## src/rtl/fcr_pkg.sv

```systemverilog
package fcr_pkg;

   // frame sizing and timer defaults
   localparam int          FRAME_CAPACITY = 150;
   localparam logic [15:0] TIMEOUT_RESET  = 16'd250;
   localparam logic [15:0] ELAPSED_MAX    = 16'hFFFF;

   // crc-8, msb first, init 0, no final xor
   localparam logic [7:0] CRC_POLY = 8'h07;

   // item kinds
   localparam logic KIND_BYTE = 1'b0;
   localparam logic KIND_TICK = 1'b1;

   // framing and number characters
   localparam logic [7:0] CHAR_OPEN  = 8'h3C;
   localparam logic [7:0] CHAR_CLOSE = 8'h3E;
   localparam logic [7:0] CHAR_COMMA = 8'h2C;
   localparam logic [7:0] CHAR_PLUS  = 8'h2B;
   localparam logic [7:0] CHAR_MINUS = 8'h2D;
   localparam logic [7:0] CHAR_ZERO  = 8'h30;
   localparam logic [7:0] CHAR_NINE  = 8'h39;
   localparam logic [7:0] CHAR_SPACE = 8'h20;
   localparam logic [7:0] CHAR_TAB   = 8'h09;
   localparam logic [7:0] CHAR_CR    = 8'h0D;

   typedef enum logic [1:0] {
      STATUS_OK       = 2'd0,
      STATUS_NO_COMMA = 2'd1,
      STATUS_EMPTY    = 2'd2,
      STATUS_MISMATCH = 2'd3
   } status_type;

   typedef enum logic [1:0] {
      PHASE_SKIP   = 2'd0,
      PHASE_DIGITS = 2'd1,
      PHASE_DONE   = 2'd3
   } phase_type;

   // one byte through the crc register, one bit per step
   function automatic logic [7:0] crc8_update(input logic [7:0] crc, input logic [7:0] data);
      logic [7:0] c;
      c = crc ^ data;
      for (int k = 0; k < 8; k++) begin
         if (c[7]) begin
            c = {c[6:0], 1'b0} ^ CRC_POLY;
         end else begin
            c = {c[6:0], 1'b0};
         end
      end
      return c;
   endfunction

   // white space as skipped ahead of a number
   function automatic logic is_space(input logic [7:0] data);
      return (data == CHAR_SPACE) || (data >= CHAR_TAB && data <= CHAR_CR);
   endfunction

endpackage

```

## src/rtl/fcr_req_if.sv

```systemverilog
interface fcr_req_if;
   import fcr_pkg::*;

   logic       valid;
   logic       ready;
   logic       kind;
   logic [7:0] rx_byte;

   modport source (output valid, output kind, output rx_byte, input ready);
   modport sink (input valid, input kind, input rx_byte, output ready);
endinterface

```

## src/rtl/fcr_rsp_if.sv

```systemverilog
interface fcr_rsp_if;
   import fcr_pkg::*;

   logic       valid;
   logic       ready;
   status_type status;
   logic [7:0] command_byte;
   logic [7:0] data_length;
   logic [7:0] decoded_checksum;
   logic [7:0] computed_checksum;

   modport source (
      output valid, output status, output command_byte, output data_length,
      output decoded_checksum, output computed_checksum, input ready
   );
   modport sink (
      input valid, input status, input command_byte, input data_length,
      input decoded_checksum, input computed_checksum, output ready
   );
endinterface

```

## src/rtl/framed_command_receiver_crc8_core.sv

```systemverilog
// Framed command receiver with CRC-8 check. Each req transfer carries either a received
// byte or a one millisecond tick; '<' opens (or restarts) a frame, '>' closes it and puts
// one rsp transfer out with the status, the first body byte, the length before the last
// comma, the decimal checksum that follows it and the CRC-8 (poly 0x07) of those bytes.
// A body that outgrows the frame capacity or a timeout (csr timeout_ms, in ticks) drops
// a frame with no response. The input register takes the closing byte, and once the
// response register can take a result the crc and decimal logic fold it into the frame
// state and load the response register, whose valid bit drives rsp valid. One item is
// taken every cycle as long as the response register is empty or being drained. The user
// must write timeout_ms only while no item is in flight; the block does not enforce this.
module framed_command_receiver_crc8_core #(
   parameter int FrameCapacity = fcr_pkg::FRAME_CAPACITY
) (
   input  logic        clock,
   input  logic        reset,
   fcr_req_if.sink     req_if,
   fcr_rsp_if.source   rsp_if,
   input  logic        csr_write_enable,
   input  logic [15:0] csr_write_data
);
   import fcr_pkg::*;

   localparam int             LEN_W    = $clog2(FrameCapacity);
   localparam logic [LEN_W-1:0] LAST_POS = LEN_W'(FrameCapacity - 1);

   // configuration
   logic [15:0] timeout_ms_ff;

   // input stage
   logic       s1_valid_ff, s1_valid_in;
   logic       s1_kind_ff;
   logic [7:0] s1_byte_ff;

   // frame state
   logic             in_frame_ff, in_frame_in;
   logic [LEN_W-1:0] body_length_ff, body_length_in;
   logic [7:0]       running_crc_ff, running_crc_in;
   logic [7:0]       crc_before_comma_ff, crc_before_comma_in;
   logic [LEN_W-1:0] comma_position_ff, comma_position_in;
   logic             comma_seen_ff, comma_seen_in;
   logic [7:0]       number_value_ff, number_value_in;
   phase_type        number_phase_ff, number_phase_in;
   logic             number_negative_ff, number_negative_in;
   logic [7:0]       first_byte_ff, first_byte_in;
   logic [15:0]      elapsed_ms_ff, elapsed_ms_in;

   // response register
   logic       rsp_valid_ff, rsp_valid_in;
   status_type rsp_status_ff, rsp_status_in;
   logic [7:0] rsp_command_ff, rsp_command_in;
   logic [7:0] rsp_length_ff, rsp_length_in;
   logic [7:0] rsp_received_ff, rsp_received_in;
   logic [7:0] rsp_computed_ff, rsp_computed_in;

   logic       advance;
   logic       fire;
   logic       is_tick;
   logic       frame_live;
   logic       is_digit;
   logic [7:0] digit_value;
   logic [7:0] signed_value;

   // handshake: the input stage moves whenever the response register can take a result
   assign advance      = !rsp_valid_ff || rsp_if.ready;
   assign fire         = s1_valid_ff && advance;
   assign req_if.ready = !s1_valid_ff || advance;
   assign s1_valid_in  = req_if.ready ? req_if.valid : s1_valid_ff;

   // helper decodes of the registered byte
   assign is_tick      = (s1_kind_ff == KIND_TICK);
   assign is_digit     = (s1_byte_ff >= CHAR_ZERO) && (s1_byte_ff <= CHAR_NINE);
   assign digit_value  = s1_byte_ff - CHAR_ZERO;
   assign signed_value = number_negative_ff ? (8'd0 - number_value_ff) : number_value_ff;

   // frame state update for one item
   always_comb begin
      in_frame_in         = in_frame_ff;
      body_length_in      = body_length_ff;
      running_crc_in      = running_crc_ff;
      crc_before_comma_in = crc_before_comma_ff;
      comma_position_in   = comma_position_ff;
      comma_seen_in       = comma_seen_ff;
      number_value_in     = number_value_ff;
      number_phase_in     = number_phase_ff;
      number_negative_in  = number_negative_ff;
      first_byte_in       = first_byte_ff;
      elapsed_ms_in       = elapsed_ms_ff;
      frame_live          = in_frame_ff;
      rsp_valid_in        = rsp_valid_ff && !rsp_if.ready;
      rsp_status_in       = rsp_status_ff;
      rsp_command_in      = rsp_command_ff;
      rsp_length_in       = rsp_length_ff;
      rsp_received_in     = rsp_received_ff;
      rsp_computed_in     = rsp_computed_ff;

      if (fire) begin
         // tick counting and timeout drop come before byte handling
         if (is_tick && in_frame_ff && elapsed_ms_ff != ELAPSED_MAX) begin
            elapsed_ms_in = elapsed_ms_ff + 16'd1;
         end
         if (in_frame_ff && elapsed_ms_in > timeout_ms_ff) begin
            frame_live     = 1'b0;
            in_frame_in    = 1'b0;
            body_length_in = '0;
         end

         if (!is_tick) begin
            if (s1_byte_ff == CHAR_OPEN) begin
               // open or restart a frame
               in_frame_in         = 1'b1;
               body_length_in      = '0;
               running_crc_in      = 8'd0;
               crc_before_comma_in = 8'd0;
               comma_position_in   = '0;
               comma_seen_in       = 1'b0;
               number_value_in     = 8'd0;
               number_phase_in     = PHASE_SKIP;
               number_negative_in  = 1'b0;
               first_byte_in       = 8'd0;
               elapsed_ms_in       = 16'd0;
            end else if (s1_byte_ff == CHAR_CLOSE) begin
               // close and report
               if (frame_live) begin
                  in_frame_in    = 1'b0;
                  rsp_valid_in   = 1'b1;
                  rsp_command_in = first_byte_ff;
                  if (!comma_seen_ff) begin
                     rsp_status_in   = STATUS_NO_COMMA;
                     rsp_length_in   = 8'd0;
                     rsp_received_in = 8'd0;
                     rsp_computed_in = 8'd0;
                  end else begin
                     rsp_length_in   = 8'(comma_position_ff);
                     rsp_received_in = signed_value;
                     rsp_computed_in = crc_before_comma_ff;
                     if (comma_position_ff == '0) begin
                        rsp_status_in = STATUS_EMPTY;
                     end else if (signed_value != crc_before_comma_ff) begin
                        rsp_status_in = STATUS_MISMATCH;
                     end else begin
                        rsp_status_in = STATUS_OK;
                     end
                  end
               end
            end else if (frame_live) begin
               if (body_length_ff >= LAST_POS) begin
                  // overflow drops the frame and the byte
                  in_frame_in    = 1'b0;
                  body_length_in = '0;
               end else begin
                  if (body_length_ff == '0) begin
                     first_byte_in = s1_byte_ff;
                  end
                  if (s1_byte_ff == CHAR_COMMA) begin
                     crc_before_comma_in = running_crc_ff;
                     comma_position_in   = body_length_ff;
                     comma_seen_in       = 1'b1;
                     number_value_in     = 8'd0;
                     number_phase_in     = PHASE_SKIP;
                     number_negative_in  = 1'b0;
                  end else if (comma_seen_ff) begin
                     // decimal decode after the comma
                     if (number_phase_ff == PHASE_SKIP && is_space(s1_byte_ff)) begin
                        number_phase_in = PHASE_SKIP;
                     end else if (number_phase_ff == PHASE_SKIP &&
                                  (s1_byte_ff == CHAR_PLUS || s1_byte_ff == CHAR_MINUS)) begin
                        number_negative_in = (s1_byte_ff == CHAR_MINUS);
                        number_phase_in    = PHASE_DIGITS;
                     end else if (number_phase_ff != PHASE_DONE && is_digit) begin
                        number_value_in = {number_value_ff[4:0], 3'b000}
                                        + {number_value_ff[6:0], 1'b0} + digit_value;
                        number_phase_in = PHASE_DIGITS;
                     end else begin
                        number_phase_in = PHASE_DONE;
                     end
                  end
                  running_crc_in = crc8_update(running_crc_ff, s1_byte_ff);
                  body_length_in = body_length_ff + LEN_W'(1);
               end
            end
         end
      end
   end

   // control registers
   always_ff @(posedge clock) begin
      if (reset) begin
         timeout_ms_ff       <= TIMEOUT_RESET;
         s1_valid_ff         <= 1'b0;
         rsp_valid_ff        <= 1'b0;
         in_frame_ff         <= 1'b0;
         body_length_ff      <= '0;
         running_crc_ff      <= 8'd0;
         crc_before_comma_ff <= 8'd0;
         comma_position_ff   <= '0;
         comma_seen_ff       <= 1'b0;
         number_value_ff     <= 8'd0;
         number_phase_ff     <= PHASE_SKIP;
         number_negative_ff  <= 1'b0;
         first_byte_ff       <= 8'd0;
         elapsed_ms_ff       <= 16'd0;
      end else begin
         if (csr_write_enable) begin
            timeout_ms_ff <= csr_write_data;
         end
         s1_valid_ff         <= s1_valid_in;
         rsp_valid_ff        <= rsp_valid_in;
         in_frame_ff         <= in_frame_in;
         body_length_ff      <= body_length_in;
         running_crc_ff      <= running_crc_in;
         crc_before_comma_ff <= crc_before_comma_in;
         comma_position_ff   <= comma_position_in;
         comma_seen_ff       <= comma_seen_in;
         number_value_ff     <= number_value_in;
         number_phase_ff     <= number_phase_in;
         number_negative_ff  <= number_negative_in;
         first_byte_ff       <= first_byte_in;
         elapsed_ms_ff       <= elapsed_ms_in;
      end
   end

   // payload registers
   always_ff @(posedge clock) begin
      if (req_if.ready) begin
         s1_kind_ff <= req_if.kind;
         s1_byte_ff <= req_if.rx_byte;
      end
      rsp_status_ff   <= rsp_status_in;
      rsp_command_ff  <= rsp_command_in;
      rsp_length_ff   <= rsp_length_in;
      rsp_received_ff <= rsp_received_in;
      rsp_computed_ff <= rsp_computed_in;
   end

   // response outputs
   assign rsp_if.valid             = rsp_valid_ff;
   assign rsp_if.status            = rsp_status_ff;
   assign rsp_if.command_byte      = rsp_command_ff;
   assign rsp_if.data_length       = rsp_length_ff;
   assign rsp_if.decoded_checksum  = rsp_received_ff;
   assign rsp_if.computed_checksum = rsp_computed_ff;

endmodule

```

## src/flat_wrapper.sv

```systemverilog
// flat-port wrapper written by rule: the top's interface ports become plain ports
module framed_command_receiver_crc8_core_flat import fcr_pkg::*;
#(
   parameter int FrameCapacity = fcr_pkg::FRAME_CAPACITY
)
  (clock, reset, csr_write_enable, csr_write_data, req_if_valid, req_if_kind, req_if_rx_byte, req_if_ready, rsp_if_valid, rsp_if_status, rsp_if_command_byte, rsp_if_data_length, rsp_if_decoded_checksum, rsp_if_computed_checksum, rsp_if_ready);
  fcr_req_if req_if_i ();
  fcr_rsp_if rsp_if_i ();
  input  logic clock;
  input  logic reset;
  input  logic csr_write_enable;
  input  logic [15:0] csr_write_data;
  input wire logic [$bits(req_if_i.valid)-1:0] req_if_valid;
  input wire logic [$bits(req_if_i.kind)-1:0] req_if_kind;
  input wire logic [$bits(req_if_i.rx_byte)-1:0] req_if_rx_byte;
  output wire logic [$bits(req_if_i.ready)-1:0] req_if_ready;
  output wire logic [$bits(rsp_if_i.valid)-1:0] rsp_if_valid;
  output wire logic [$bits(rsp_if_i.status)-1:0] rsp_if_status;
  output wire logic [$bits(rsp_if_i.command_byte)-1:0] rsp_if_command_byte;
  output wire logic [$bits(rsp_if_i.data_length)-1:0] rsp_if_data_length;
  output wire logic [$bits(rsp_if_i.decoded_checksum)-1:0] rsp_if_decoded_checksum;
  output wire logic [$bits(rsp_if_i.computed_checksum)-1:0] rsp_if_computed_checksum;
  input wire logic [$bits(rsp_if_i.ready)-1:0] rsp_if_ready;
  assign req_if_i.valid = req_if_valid;
  assign req_if_i.kind = req_if_kind;
  assign req_if_i.rx_byte = req_if_rx_byte;
  assign req_if_ready = req_if_i.ready;
  assign rsp_if_valid = rsp_if_i.valid;
  assign rsp_if_status = rsp_if_i.status;
  assign rsp_if_command_byte = rsp_if_i.command_byte;
  assign rsp_if_data_length = rsp_if_i.data_length;
  assign rsp_if_decoded_checksum = rsp_if_i.decoded_checksum;
  assign rsp_if_computed_checksum = rsp_if_i.computed_checksum;
  assign rsp_if_i.ready = rsp_if_ready;
  framed_command_receiver_crc8_core #(.FrameCapacity(FrameCapacity)) u_core (.clock(clock), .reset(reset), .req_if(req_if_i), .rsp_if(rsp_if_i), .csr_write_enable(csr_write_enable), .csr_write_data(csr_write_data));
endmodule
```

## config.mk

```make
export PLATFORM = sky130hd
export DESIGN_NAME = framed_command_receiver_crc8_core_flat
export DESIGN_NICKNAME = d
export VERILOG_FILES = /design/src/rtl/fcr_pkg.sv /design/src/rtl/fcr_req_if.sv /design/src/rtl/fcr_rsp_if.sv /design/src/rtl/framed_command_receiver_crc8_core.sv /design/src/flat_wrapper.sv
export SDC_FILE = /design/constraint.sdc
export NUM_CORES = 1
export LEC_CHECK = 0
export ABC_AREA = 1
export BUFFER_PORTS_ARGS = -buffer_cell sky130_fd_sc_hd__buf_2
export CORE_ASPECT_RATIO = 1.75
export CORE_MARGIN = 1.5
export CORE_UTILIZATION = 45
export CTS_CLUSTER_DIAMETER = 120
export DETAILED_ROUTE_END_ITERATION = 6
export HOLD_SLACK_MARGIN = 0.1
export PLACE_DENSITY = 0.72
export SYNTH_ARGS = -nofsm -noshare
export SYNTH_HDL_FRONTEND = slang
export SYNTH_SLANG_ARGS = --single-unit
```

## constraint.sdc

```tcl
create_clock -name clock -period 8.5 [get_ports clock]
set_input_delay 0.85 -clock clock [delete_from_list [all_inputs] [get_ports clock]]
set_output_delay 0.85 -clock clock [all_outputs]
set_load 0.01 [all_outputs]
```

==> flow_summary.toml <==
[cts]
cts_resized = 0
clock_latency_ns = 0.42
cts_tree = "yes"
cts_setup_buffers = 0
cts.path.max_buffers = 2
cts-htree-levels = 4
clkTransAtPathRegs_ns = 0.07
numCtsBuffers = 17
clock-sinks = 130
ctsRootBufferMaster = "clkbuf_16"
holdBufCountCts = 0

[place]
place_hpwl_microns = 12100
portBuffers = 65
place.gp.congestion = 0.952

[routing]
wirelength_microns = 16100
drc_errors = 0
wl_per_cell_microns = 14.2
dr_total_vias = 5900
vias_per_cell = 5.20
firstDrtPassIters = 5
final_antenna_net_count = 0
drtIter0Drc = 383

[die]
start_util_pct = 45.6
core_area_sq_mm = 0.0152
die_area_sq_mm = 0.0162
die_h_microns = 167
io_pins = 66
core.rowCount = 60
die_w_microns = 97.0

[critical_path]
path_max_fanout = 43
required_ns = 8.77
arrival_ns = 4.36
crit_type = "flip-flop to flip-flop"
cp-start-kind = "flip-flop"
end_kind = "flip-flop"

[grt]
grt_pass1_wl_microns = 26700
grt_max_degree = 68
overflow = 0
antenna_found_initial = 0
grt_usage_pct = 20.6
grt_pass1_vias = 5810

[power_and_ir_drop]
seqPwrFrac_pct = 45.9
switching_share_pct = 25.8
leakage_nw = 3.38
p_int_mw = 1.06
ir_drop_mv = 0.135
p_clk_share_pct = 48.6
switching_power_mw = 0.370
pwr-share-comb_pct = 5.6
p_per_area_mw_per_mm2 = 180

[sta]
fmax_mhz = 245
rsz0062_at_grt = "false"
setup_tns_ns = 0
relSlewSlack_pct = 52.0
fin_crit_ns = 4.09
maxSlewViolCount = 0
tightest_slew_ns = 0.720
min_period_over_period_pct = 48.1
setup_viol_count_final = 0
finalHoldViolCount = 0
fin_worst_skew_ns = 0.0106

[yosys]
synthXorXnorAreaFrac_pct = 6.05
syn_nets = 944
postSynthCellCount = 877
yosysUniqueCellTypes = 40
async_reset_ff_share_pct = 0
synth_area_sq_mm = 0.00695
yosys_most_used_dff = "dfxtp_1"
synth_compound_area_share_pct = 11.2
synth_adder_area_share_pct = 7.20
synth_edf_count = 43
ys.warnings.count = 0
synth-seq-cells = 130
synth_top_family_by_area = "simple AND/OR/NAND/NOR gates"
yosys.area_share.simple_pct = 23.2
synthMuxAreaShare_pct = 0
ys_seq_area_share_pct = 43.6
syn_avg_cell_area_sq_um = 7.93

[layout]
final_nets = 1003
reg.largest.list = "u_core.elapsed_ms_ff x16, u_core.timeout_ms_ff x16"
drive_gt1_share_pct = 13.3
antennaDiodeCount = 0
final_util_pct = 52.2
areaGrowthSynthToFinish_pct = 14.5
layout_common_cells = "nand2_1 (181), inv_1 (112), a21oi_1 (99)"
final_common_cell = "nand2_1"

[flow_run]
drv_cap = 0

[worst_hold_path]
hold_class = "flip-flop to flip-flop"

[run_status]
outcome = "finished clean"
[cell families (layout without fill, tap and decap cells)]
logic type / after synthesis / count (layout)
AND/OR/NAND/NOR: 362 / 362
AO/OA/AOI/OAI: 150 / 150
buffers and inverters: 150 / 222
flip-flops: 130 / 130
XOR/XNOR: 48 / 48
adder cells (fa/ha/maj): 37 / 37
[metal layers]
layer	wire (microns)	GRT usage, %	up-vias	part of all wire, %
met3	522	3.76	53	3.2
met4	971	14.4	0	6.0
li1	-	-	3004	-
met2	8750	38.4	154	54
met5	0	0	-	0
met1	5840	20.2	2689	36
[critical path, cell delays in order (launching register included)]
cell	delay, ns
dfxtp_1	0.34
ha_1	0.22
nand3_1	0.16
nor2_1	0.10
nand3_1	0.07
nand3_1	0.23
nor3_1	0.42
nand2_1	0.16
o21bai_1	0.19
nand2_1	0.08
inv_1	0.07
ha_1	0.14
nand4_1	0.10
nor3_1	0.20
nand4_1	0.17
nand2_1	0.19
nand4_1	0.19
nand2_4	0.40
nand2_1	0.29
nand2_1	0.15
a21oi_1	0.07
[cell usage after synthesis, types with 7 or more instances]
| cell type | number | area, sq um |
|---|---|---|
| ha_1 | 32 | 400 |
| inv_2 | 7 | 26.3 |
| nand3_1 | 52 | 260 |
| nand4_1 | 29 | 181 |
| inv_1 | 112 | 420 |
| edfxtp_1 | 43 | 1290 |
| nor2_1 | 64 | 240 |
| xnor2_1 | 20 | 175 |
| dfxtp_1 | 87 | 1740 |
| a21oi_1 | 99 | 495 |
| xor2_1 | 28 | 245 |
| clkbuf_1 | 20 | 75.1 |
| nor3_1 | 13 | 65.1 |
| o21ai_0 | 40 | 200 |
| nand2_1 | 181 | 679 |
[final timing paths]
check                                  endpoint                     from  slack [ns]  cells past startpoint
hold reg to reg   u_core.rsp_if.command_byte[3]  u_core.first_byte_ff[3]        0.43                      0
setup reg to reg        u_core.first_byte_ff[7]  u_core.elapsed_ms_ff[0]        4.41                     20
hold / removal    u_core.rsp_if.command_byte[3]  u_core.first_byte_ff[3]        0.43                      0
setup / recovery        u_core.first_byte_ff[7]  u_core.elapsed_ms_ff[0]        4.41                     20
[stage by stage]
stage	worst slack, ns	instance area [sq um]	hold slack, ns	cells	power, mW
floorplan	3.23	6950	0.409	877	0.725
global placement	4.66	7400	0.421	1103	0.749
detailed placement	4.54	7400	0.425	1103	0.750
CTS	4.48	7960	0.433	1135	1.44
global route	4.02	7960	0.446	1135	1.48
finish	4.41	7960	0.435	1135	1.43
[power by group through the flow]
| stage | combinational [mW] | clock (mW) | sequential, mW |
|---|---|---|---|
| after floorplan | 0.0597 | 0 | 0.665 |
| after global placement | 0.0781 | 0 | 0.671 |
| after detailed placement | 0.0795 | 0 | 0.671 |
| after CTS | 0.0802 | 0.706 | 0.657 |
| after global routing | 0.0909 | 0.731 | 0.658 |
| final | 0.0799 | 0.697 | 0.657 |
[cell type report]
class	count	area, sq um
Sequential cell	130	3030
Inverter	119	447
Tap cell	186	233
Clock buffer	17	425
Fill cell	1472	7280
Multi-Input combinational cell	597	3320
Timing Repair Buffer	71	370
Clock inverter	15	135
No activity file was read; power rests on OpenSTA's default activity.
